[config.mk]
export PLATFORM = sky130hd
export DESIGN_NAME = fifo_with_run_and_sum_stats
export DESIGN_NICKNAME = d
export VERILOG_FILES = /design/src/rtl/fwrs_pkg.sv /design/src/rtl/fifo_with_run_and_sum_stats.sv /design/src/rtl/fwrs_ram.sv /design/src/rtl/fwrs_alu.sv
export SDC_FILE = /design/constraint.sdc
export NUM_CORES = 2
export LEC_CHECK = 0
export ABC_AREA = 1
export BUFFER_PORTS_ARGS = -buffer_cell sky130_fd_sc_hd__buf_2
export CORE_MARGIN = 2
export CORE_UTILIZATION = 47
export CTS_CLUSTER_DIAMETER = 100
export DETAILED_ROUTE_END_ITERATION = 10
export GPL_TIMING_DRIVEN = 1
export PLACE_DENSITY = 0.69
export SYNTH_ARGS = -nofsm -noshare
export SYNTH_HDL_FRONTEND = slang
export SYNTH_SLANG_ARGS = --single-unit
[constraint.sdc]
create_clock -name clk -period 9.9 [get_ports clk]
set_input_delay 1.98 -clock clk [delete_from_list [all_inputs] [get_ports clk]]
set_output_delay 1.98 -clock clk [all_outputs]
set_load 0.01 [all_outputs]
[src/rtl/fwrs_pkg.sv]
package fwrs_pkg;

	localparam int WORD_W = 32;
	localparam int CNT_W  = 7;

	typedef enum logic [1:0] {
		REQ_PUSH  = 2'd0,
		REQ_POP   = 2'd1,
		REQ_PEEK  = 2'd2,
		REQ_CLEAR = 2'd3
	} req_t;

	typedef enum logic [1:0] {
		ST_OK    = 2'd0,
		ST_EMPTY = 2'd1,
		ST_FULL  = 2'd2
	} status_t;

	typedef enum logic {
		ALU_ADD = 1'b0,
		ALU_SUB = 1'b1
	} alu_op_t;

endpackage

[src/rtl/fifo_with_run_and_sum_stats.sv]
// Steps: push runs S_PUSH_CMP, S_PUSH_ADD, S_DONE; pop runs S_RD_HEAD,
//   S_RD_NEXT, S_POP_SUB, S_DONE; peek skips S_POP_SUB; clear and error
//   requests go straight to S_DONE, which holds while the last output word
//   is not yet taken. One request at a time, set by the single shared adder
//   and the one read port of the value store.
// Reset (arst_n low, async): queue empty, indices, sum and run state zero,
//   no output word pending. Store contents are not cleared.
module fifo_with_run_and_sum_stats import fwrs_pkg::*; #(
	parameter int QUEUE_DEPTH = 64
) (
	input  logic              clk,
	input  logic              arst_n,
	input  logic              in_valid,
	output logic              in_ready,
	input  logic [1:0]        req_type,
	input  logic [WORD_W-1:0] push_value,
	output logic              out_valid,
	input  logic              out_ready,
	output logic [WORD_W-1:0] head_value,
	output logic [1:0]        status,
	output logic [CNT_W-1:0]  entry_count,
	output logic [WORD_W-1:0] content_sum,
	output logic [CNT_W-1:0]  run_count
);

	localparam int AW = $clog2(QUEUE_DEPTH);
	localparam int CW = $clog2(QUEUE_DEPTH + 1);
	localparam int RW = WORD_W + 1;	// flip mark + value

	// Run tracking: each stored entry carries a flip mark, set when the
	// comparison of its pair with the entry before differs from the pair
	// before that. Runs = flips among entries at queue position 3 and up,
	// plus one. Popping the head drops the mark of the entry at position 3.
	typedef enum logic [2:0] {
		S_IDLE,
		S_PUSH_CMP,
		S_PUSH_ADD,
		S_RD_HEAD,
		S_RD_NEXT,
		S_POP_SUB,
		S_DONE
	} state_t;

	state_t            state_q;
	req_t              req_q;
	logic [WORD_W-1:0] val_q;
	logic [AW-1:0]     rd_idx_q;
	logic [AW-1:0]     wr_idx_q;
	logic [CW-1:0]     held_q;
	logic [CW-1:0]     flips_q;
	logic [WORD_W-1:0] sum_q;
	logic [WORD_W-1:0] last_q;	// tail value
	logic              last_dir_q;	// comparison of the tail pair
	logic [WORD_W-1:0] head_q;
	status_t           res_status_q;

	logic              out_valid_q;
	logic [WORD_W-1:0] out_head_q;
	logic [1:0]        out_status_q;
	logic [CNT_W-1:0]  out_count_q;
	logic [WORD_W-1:0] out_sum_q;
	logic [CNT_W-1:0]  out_runs_q;

	alu_op_t           alu_op;
	logic [WORD_W-1:0] alu_a;
	logic [WORD_W-1:0] alu_b;
	logic [WORD_W-1:0] alu_res;
	logic              alu_le;

	logic              ram_we;
	logic [AW-1:0]     ram_raddr;
	logic [RW-1:0]     ram_rdata;
	logic              flip_new;

	logic [CW+CNT_W-1:0] count_x;
	logic [CW+CNT_W:0]   runs_x;

	function automatic logic [AW-1:0] idx_inc(input logic [AW-1:0] i);
		return (i == AW'(QUEUE_DEPTH - 1)) ? '0 : i + 1'b1;
	endfunction

	// shared unit operand select
	always_comb begin
		unique case (state_q)
			S_PUSH_CMP: begin
				alu_op = ALU_SUB;
				alu_a  = last_q;
				alu_b  = val_q;
			end
			S_POP_SUB: begin
				alu_op = ALU_SUB;
				alu_a  = sum_q;
				alu_b  = head_q;
			end
			default: begin
				alu_op = ALU_ADD;
				alu_a  = sum_q;
				alu_b  = val_q;
			end
		endcase
	end

	fwrs_alu u_alu (
		.op  (alu_op),
		.a   (alu_a),
		.b   (alu_b),
		.res (alu_res),
		.le  (alu_le)
	);

	assign ram_we    = (state_q == S_PUSH_CMP);
	assign ram_raddr = (state_q == S_RD_NEXT) ? idx_inc(idx_inc(rd_idx_q)) : rd_idx_q;
	assign flip_new  = (held_q >= CW'(2)) && (alu_le != last_dir_q);

	fwrs_ram #(
		.WIDTH (RW),
		.DEPTH (QUEUE_DEPTH)
	) u_store (
		.clk   (clk),
		.we    (ram_we),
		.waddr (wr_idx_q),
		.wdata ({flip_new, val_q}),
		.raddr (ram_raddr),
		.rdata (ram_rdata)
	);

	assign count_x = {{CNT_W{1'b0}}, held_q};
	assign runs_x  = (held_q == '0) ? '0 : {{(CNT_W+1){1'b0}}, flips_q} + 1'b1;

	always_ff @(posedge clk or negedge arst_n) begin
		if (!arst_n) begin
			state_q      <= S_IDLE;
			req_q        <= REQ_PUSH;
			val_q        <= '0;
			rd_idx_q     <= '0;
			wr_idx_q     <= '0;
			held_q       <= '0;
			flips_q      <= '0;
			sum_q        <= '0;
			last_q       <= '0;
			last_dir_q   <= 1'b0;
			head_q       <= '0;
			res_status_q <= ST_OK;
			out_valid_q  <= 1'b0;
		end else begin
			if (out_valid_q && out_ready) begin
				out_valid_q <= 1'b0;
			end
			unique case (state_q)
				S_IDLE: begin
					if (in_valid) begin
						req_q        <= req_t'(req_type);
						val_q        <= push_value;
						head_q       <= '0;
						res_status_q <= ST_OK;
						unique case (req_t'(req_type))
							REQ_PUSH: begin
								if (held_q == CW'(QUEUE_DEPTH)) begin
									res_status_q <= ST_FULL;
									state_q      <= S_DONE;
								end else begin
									state_q <= S_PUSH_CMP;
								end
							end
							REQ_POP, REQ_PEEK: begin
								if (held_q == '0) begin
									res_status_q <= ST_EMPTY;
									state_q      <= S_DONE;
								end else begin
									state_q <= S_RD_HEAD;
								end
							end
							REQ_CLEAR: begin
								rd_idx_q <= '0;
								wr_idx_q <= '0;
								held_q   <= '0;
								flips_q  <= '0;
								sum_q    <= '0;
								state_q  <= S_DONE;
							end
						endcase
					end
				end
				S_PUSH_CMP: begin
					last_dir_q <= alu_le;
					last_q     <= val_q;
					flips_q    <= flips_q + {{(CW-1){1'b0}}, flip_new};
					wr_idx_q   <= idx_inc(wr_idx_q);
					held_q     <= held_q + 1'b1;
					state_q    <= S_PUSH_ADD;
				end
				S_PUSH_ADD: begin
					sum_q   <= alu_res;
					state_q <= S_DONE;
				end
				S_RD_HEAD: begin
					state_q <= S_RD_NEXT;
				end
				S_RD_NEXT: begin
					head_q  <= ram_rdata[WORD_W-1:0];
					state_q <= (req_q == REQ_PEEK) ? S_DONE : S_POP_SUB;
				end
				S_POP_SUB: begin
					// entry at position 3 moves to position 2: its mark no longer counts
					flips_q  <= flips_q - {{(CW-1){1'b0}},
						((held_q >= CW'(3)) && ram_rdata[WORD_W])};
					sum_q    <= alu_res;
					rd_idx_q <= idx_inc(rd_idx_q);
					held_q   <= held_q - 1'b1;
					state_q  <= S_DONE;
				end
				S_DONE: begin
					if (!out_valid_q || out_ready) begin
						out_valid_q <= 1'b1;
						state_q     <= S_IDLE;
					end
				end
				default: state_q <= S_IDLE;
			endcase
		end
	end

	// output word, loaded when the request finishes
	always_ff @(posedge clk) begin
		if (state_q == S_DONE && (!out_valid_q || out_ready)) begin
			out_head_q   <= head_q;
			out_status_q <= res_status_q;
			out_count_q  <= count_x[CNT_W-1:0];
			out_sum_q    <= sum_q;
			out_runs_q   <= runs_x[CNT_W-1:0];
		end
	end

	assign in_ready    = (state_q == S_IDLE);
	assign out_valid   = out_valid_q;
	assign head_value  = out_head_q;
	assign status      = out_status_q;
	assign entry_count = out_count_q;
	assign content_sum = out_sum_q;
	assign run_count   = out_runs_q;

endmodule

[src/rtl/fwrs_ram.sv]
module fwrs_ram #(
	parameter int WIDTH = 33,
	parameter int DEPTH = 64
) (
	input  logic                     clk,
	input  logic                     we,
	input  logic [$clog2(DEPTH)-1:0] waddr,
	input  logic [WIDTH-1:0]         wdata,
	input  logic [$clog2(DEPTH)-1:0] raddr,
	output logic [WIDTH-1:0]         rdata
);

	logic [WIDTH-1:0] mem [DEPTH];

	always_ff @(posedge clk) begin
		if (we) begin
			mem[waddr] <= wdata;
		end
		rdata <= mem[raddr];
	end

endmodule

[src/rtl/fwrs_alu.sv]
// Shared add/subtract unit; subtract also yields signed a <= b.
module fwrs_alu import fwrs_pkg::*; (
	input  alu_op_t           op,
	input  logic [WORD_W-1:0] a,
	input  logic [WORD_W-1:0] b,
	output logic [WORD_W-1:0] res,
	output logic              le
);

	logic [WORD_W:0] a_x;
	logic [WORD_W:0] b_x;
	logic [WORD_W:0] r_x;

	assign a_x = {a[WORD_W-1], a};
	assign b_x = (op == ALU_SUB) ? ~{b[WORD_W-1], b} : {b[WORD_W-1], b};
	assign r_x = a_x + b_x + {{WORD_W{1'b0}}, (op == ALU_SUB)};
	assign res = r_x[WORD_W-1:0];
	// a - b <= 0 in 33-bit signed form
	assign le  = r_x[WORD_W] || (r_x == '0);

endmodule

After elaboration in Yosys (flattened, before gate mapping)
Memory sizes are Yosys's and may differ from the RTL's. A register that Yosys moved wholly into a read port is not among the register bits.
Index checks and enable logic that the tools add are counted.
Widths: inputs -> output; s select.

word-level totals
  bits in registers = 243
  memories kept = 1
  bits of input ports = 38
  bits in writable memories = 2112
  output and inout port bits = 82
  logic and storage cells = 112

memory list
  name         words  bits a word  read ports  clocked after Yosys merged registers in  wr ports  RTL line        RTL
  u_store.mem  64     33           1           1                                        1         fwrs_ram.sv:13  logic [WIDTH-1:0] mem [DEPTH];

cells by class
  order comparisons = 2
  mux-type cells = 36
  $add $sub $neg = 10
  bitwise operators = 1
  reductions and logical operators = 26
  equality and inequality tests = 18

operators with widths
  cell                 count
  $mux 32              5
  $pmux 32 s2          2
  $pmux 7 s3           2
  $mux 6               6
  $add 33x1->33        1
  $add 33x33->33       1
  $logic_not 33->1     1
  $mux 33              1
  $not 33->33          1
  $pmux 6 s2           2
  $add 6x1->6 const B  3
  $eq 6x6->1 const B   3
  $pmux 3 s6           1
  $add 7x1->7 const B  2
  $ge 7x2->1 const B   2
  $mux 7               2
  $mux 3               4
  $reduce_and 3->1     4
  $eq 3x3->1 const B   3
  $pmux 3 s3           1
  $reduce_bool 2->1    4
  $add 7x1->7          1
  $eq 7x7->1 const B   1
  $logic_not 7->1      1
  other kinds (20)     39

Longest topological paths before layout
  depth after elaboration = 12
  depth in mapped cells = 43

By module
Synthesis repeated with hierarchy kept, for this count alone.

unflattened totals
  cell total of the unflattened synthesis = 8715
  area total of the unflattened synthesis = 99326.5 um2

modules (own cells, without submodules)
  module                       cells an instance  times used  area an instance (um2)
  fwrs_ram                     6980               1           85714.7
  fifo_with_run_and_sum_stats  1102               1           10506.3
  fwrs_alu                     633                1           3105.5

Worst setup path before layout
No wires, ideal clock.

  kind = register to register
  start = register state_q[0]
  end = memory u_store.mem[0][32] (data pin)
  stages on the path, launching flop included = 26
  path buffers = 3
  arrival = 5.788 ns
  path slack = 3.389 ns
  clock period less this slack = 6.511 ns
  path through = dfrtp_1 -> buf_2 -> nand3_1 -> clkbuf_1 -> clkbuf_1 -> nor2_1 -> a21oi_1 -> o21ai_0 -> ha_1 -> nand2_1 -> inv_1 -> a21oi_1 -> nand3_1 -> nand2_1 -> nand2_1 -> nand2_1 -> nand2_1 -> nand2_1 -> nand3b_1 -> nand2_1 -> nand3_1 -> nor2_1 -> nand4_1 -> nand2_1 -> nand2_1 -> a21boi_0

on the way
  longest elaborated chain between the ends = 10
  elaborated cells on any way between the ends = 14
  those cells by class = add/sub: 2; eq/ne: 3; mux: 4; bitwise: 1; reduce/logical: 4

ends and longest elaborated chain
  what                                                                RTL line                                           RTL
  start: declaration                                                  fifo_with_run_and_sum_stats.sv:44                  state_t state_q;
  start signal: assignment                                            fifo_with_run_and_sum_stats.sv:201                 state_q <= (req_q == REQ_PEEK) ? S_DONE : S_POP_SUB;
  $eq 3x1->1 / $eq 3x3->1 (equally long branches)                     fifo_with_run_and_sum_stats.sv:84                  unique case (state_q)
  $reduce_or 2->1 (no source line) / $mux 32 (equally long branches)  --
  $mux 1 / $not 33->33 (equally long branches)                        fifo_with_run_and_sum_stats.sv:84, fwrs_alu.sv:15
  $mux 33                                                             fwrs_alu.sv:15                                     assign b_x = (op == ALU_SUB) ? ~{b[WORD_W-1], b} : {b[WORD_W-1], b};
  $add 33x33->33                                                      fwrs_alu.sv:16                                     assign r_x = a_x + b_x + {{WORD_W{1'b0}}, (op == ALU_SUB)};
  $add 33x1->33 (*)                                                   fwrs_alu.sv:16
  $logic_not 33->1                                                    fwrs_alu.sv:19                                     assign le = r_x[WORD_W] || (r_x == '0);
  $logic_or 1x1->1 (*)                                                fwrs_alu.sv:19
  $ne 1x1->1 (*)                                                      fifo_with_run_and_sum_stats.sv:113                 assign flip_new = (held_q >= CW'(2)) && (alu_le != last_dir_q);
  $logic_and 1x1->1 (*)                                               fifo_with_run_and_sum_stats.sv:113
  net flip_new                                                        fifo_with_run_and_sum_stats.sv:73                  logic flip_new;
  end: declaration                                                    fwrs_ram.sv:13

Mark *: on every way through the listed nets, which the timed path passes. The rest lies on a longest branch.

Worst setup path in the final report
  start = register state_q[0]
  end = register flips_q[6]

on the way
  longest elaborated chain between the ends = 12
  elaborated cells on any way between the ends = 21
  those cells by class = add/sub: 3; eq/ne: 5; mux: 5; bitwise: 1; reduce/logical: 7

ends and longest elaborated chain
  what                                                                RTL line                                                               RTL
  $eq 3x1->1 / $eq 3x3->1 (equally long branches)                     fifo_with_run_and_sum_stats.sv:84, fifo_with_run_and_sum_stats.sv:149
  $reduce_or 2->1 (no source line) / $mux 32 (equally long branches)  --
  $mux 1 / $not 33->33 (equally long branches)                        fifo_with_run_and_sum_stats.sv:84, fwrs_alu.sv:15
  $mux 33                                                             fwrs_alu.sv:15
  $add 33x33->33                                                      fwrs_alu.sv:16
  $add 33x1->33                                                       fwrs_alu.sv:16
  $logic_not 33->1                                                    fwrs_alu.sv:19
  $logic_or 1x1->1                                                    fwrs_alu.sv:19
  $ne 1x1->1                                                          fifo_with_run_and_sum_stats.sv:113
  $logic_and 1x1->1                                                   fifo_with_run_and_sum_stats.sv:113
  $add 7x1->7                                                         fifo_with_run_and_sum_stats.sv:187                                     flips_q <= flips_q + {{(CW-1){1'b0}}, flip_new};
  $pmux 7 s3                                                          fifo_with_run_and_sum_stats.sv:149                                     unique case (state_q)
  end signal: assignment                                              fifo_with_run_and_sum_stats.sv:187
  end signal: assignment                                              fifo_with_run_and_sum_stats.sv:205                                     flips_q <= flips_q - {{(CW-1){1'b0}},
  end: declaration                                                    fifo_with_run_and_sum_stats.sv:50                                      logic [CW-1:0] flips_q;

Several ways; a longest one is shown, not always the timed one.
A chain may end at the register's enable or synchronous reset.

==> flow_metrics.py <==
metrics = {
    "power": {
        "vdd_drop_max_mv": 0.372,
        "seq_power_share_pct": 35.3,
        "finalPower_mw": 38.5,
        "switchingPower_mw": 16.3,
        "power_frac_comb_pct": 42.6,
        "powerDensity_nw_per_um2": 362,
        "p_int_mw": 22.2,
        "leakagePower_nw": 35.3,
        "power.share.clock_pct": 22.1,
        "switching_share_pct": 42.3,
    },
    "timing": {
        "tns_ns": 0,
        "max_freq_ghz": 0.155,
        "rsz0062_at_grt": "no",
        "finClkSkew_ns": 0.0429,
        "period_needed_ns": 6.45,
        "max_slew_margin_pct": 20.6,
        "drv_slew": 0,
        "setup_violations": 0,
        "holdWs_ns": 0.447,
        "tightest_slew_ns": 1.19,
        "final_hold_viol_count": 0,
        "post-route-period-util_pct": 65.1,
    },
    "global_routing": {
        "antenna_found_initial": 8,
        "grt_start_max_net_pins": 221,
        "gr-usage-all-layers_pct": 24.8,
        "grt_pass1_wl_um": 385000,
        "grt_overflow_total": 0,
        "grt_pass1_vias": 60000,
    },
    "clock_network": {
        "numCtsBuffers": 223,
        "htreeDepth": 4,
        "hold_buffers": 0,
        "post_cts_buffers": 0,
        "cts_tree": "yes",
        "cts_buffer_depth": 3,
        "clk_pin_slew_ns": 0.07,
        "cts_resized": 0,
        "cts.sink_count": 2388,
        "cts-root-buf": "clkbuf_16",
        "insertion_delay_ns": 0.88,
    },
    "setup_path": {
        "cpPeakStageDelay_ns": 0.52,
        "cp_common_cell": "nand2_1",
        "r2r_setup_slack_ns": 3.45,
        "path_buf_inv": 5,
        "cp_top_family": "simple AND/OR/NAND/NOR gates",
        "slowest_stage": "dfrtp_1",
        "crit_path_start_kind": "flip-flop",
        "critPathArrivalTime_ns": 7.21,
        "crit_path_end_kind": "flip-flop",
        "worstPathRequired_ns": 10.67,
        "cp_max_fo": 56,
        "crit_type": "reg -> reg",
    },
    "detailed_routing": {
        "wl_per_cell_um": 25.4,
        "drt-total-wl_um": 261000,
        "drt-initial-drc-count": 8562,
        "route.detailed.drc": 0,
        "num_vias": 62700,
        "drtPass1Iterations": 8,
        "detail-route-antenna-nets": 0,
        "via_per_inst": 6.11,
    },
    "final_layout": {
        "multi_input_area_sq_um": 22500,
        "instances_no_fill": 10300,
        "layout.nets": 7488,
        "diodes": 0,
        "syn2layout_area_growth_pct": 11.6,
        "regArea_sq_um": 70600,
        "drive_above_1_share_pct": 9.51,
        "num-fill-cells": 16500,
    },
    "flow_run": {
        "cap_violations": 0,
    },
    "floorplanning": {
        "die_area_sq_um": 207000,
        "num_rows": 165,
        "core-area_sq_um": 202000,
        "io-pin-count": 120,
        "dieWidth_um": 455,
        "initial_utilization_pct": 47.3,
        "chipHeight_um": 455,
    },
    "yosys": {
        "syn_area_sq_um": 95400,
        "yosys_warnings": 0,
        "synth_flop_cell": "edfxtp_1",
        "synth.avg_cell_area_sq_um": 12.9,
        "ys_ff_latch": 2388,
        "seq_area_frac_synth_pct": 73.9,
        "synth_top_area_share_pct": 69.0,
        "netlist_top_cells_count": "edfxtp_1, nor2_1, o21ai_0",
        "async_flop_share_pct": 6.83,
        "synth_nets": 7486,
        "synthMostInstantiatedCell": "edfxtp_1",
        "yosysUniqueCellTypes": 53,
        "synth_edf_count": 2192,
        "syn_inst": 7397,
        "yosys-top-cells-area": "edfxtp_1, o21ai_0, nor2_1",
        "synth_area_leader_cell": "edfxtp_1",
    },
    "placement": {
        "port_buffers": 119,
        "dp.cells": 9846,
        "place_hpwl_um": 140000,
        "gp_congestion": 0.875,
    },
    "status": {
        "status": "finished, final reports clean",
    },
    "worst_hold_path": {
        "worstHoldPathType": "reg -> reg",
    },
}
## cell type report
type	count	share of cell area [%]
flip-flops and latches	2388	66.3
multi-input cells	4301	21.2
clock buffers	290	5.71
well taps	2672	3.14
repair buffers	276	1.80
clock inverters	121	1.11
inverters	209	0.770
## final timing paths
path,startpoint,to,cells past startpoint
min in group asynchronous,arst_n,sum_q[6],1
hold / removal,res_status_q[0],status[0],0
setup reg to reg,state_q[0],flips_q[6],39
max in group asynchronous,arst_n,val_q[18],2
hold reg to reg,res_status_q[0],status[0],0
setup / recovery,state_q[0],flips_q[6],39
## state kept, by name, indices dropped and copies added, names as in the netlist, 2 cells and up
signal,count
rd_idx_q,6
head_value,32
run_count,7
req_q,2
flips_q,7
status,2
held_q,7
wr_idx_q,6
state_q,3
res_status_q,2
u_store.mem,2112
last_q,32
content_sum,32
head_q,32
sum_q,32
entry_count,7
val_q,32
u_store.rdata,33
## worst reg2reg max path, delay by kind of cell (launching register included)
| kind | cells | cell delay (ns) |
|---|---|---|
| and+or+nand+nor | 26 | 3.23 |
| adders and majority gates | 3 | 1.10 |
| buffers and inverters | 5 | 0.79 |
| AOI/OAI and AO/OA | 4 | 0.54 |
| DFF | 1 | 0.52 |
| xor gates and xnor gates | 1 | 0.16 |
## per-stage QoR
step / util (%) / instance area, sq um / worst slack (ns)
after floorplan: - / 95400 / 3.39
after global placement: 49.1 / 99200 / 3.40
after global routing: 52.7 / 106000 / 2.65
final: 52.7 / 106000 / 3.45
after detailed placement: 49.1 / 99200 / 3.39
after CTS: 52.7 / 106000 / 3.38
## layer usage
layer  share of wire [%]  vias to the layer above  GRT usage [%]  wire length, um
met5                   0                        -              0                0
met4                 2.9                        0           8.05             7650
met3                 9.9                      480           4.37            25800
met2                  47                     3357           40.0           123000
met1                  40                    31200           34.3           104000
li1                    -                    27600              -                -
## kinds of logic (layout without fill, tap and decap cells)
| kind of cell | count (synthesis) | after routing | synth area share [%] |
|---|---|---|---|
| flip-flops | 2388 | 2388 | 73.9 |
| AO/OA/AOI/OAI | 2287 | 2287 | 14.1 |
| AND/OR/NAND/NOR | 1951 | 1951 | 8.12 |
| buffers and inverters | 708 | 896 | 3.07 |
| adder cells (fa/ha/maj) | 51 | 51 | 0.692 |
| XOR/XNOR | 12 | 12 | 0.118 |
## power by group through the flow
stage	combinational, mW	sequential [mW]	clock [mW]
final	16.4	13.6	8.51
after global placement	15.8	13.8	0
after detailed placement	16.1	13.8	0
after global routing	17.9	13.7	8.98
after CTS	16.2	13.6	8.58
after floorplan	9.96	14.1	0
## placed cells by master, fill, tap and decap left out, drive strengths merged, types with 3 or more instances in the layout
cell type  instances
a21boi             3
a21o               4
a21oi            118
a22o              32
a22oi              3
a31oi              5
buf              276
bufinv            20
clkbuf           290
clkinv            91
clkinvlp           4
dfrtp            163
dfxtp             33
edfxtp          2192
fa                 3
ha                48
inv              215
nand2            394
nand3            230
nand3b             5
nand4             18
nor2            1282
nor3              16
o211ai           199
o21a               3
o21ai           1291
o21bai            71
o221ai           165
o22ai            386
o32ai              3
xnor2              3
xor2               9
(Power assumes the default switching activity.)
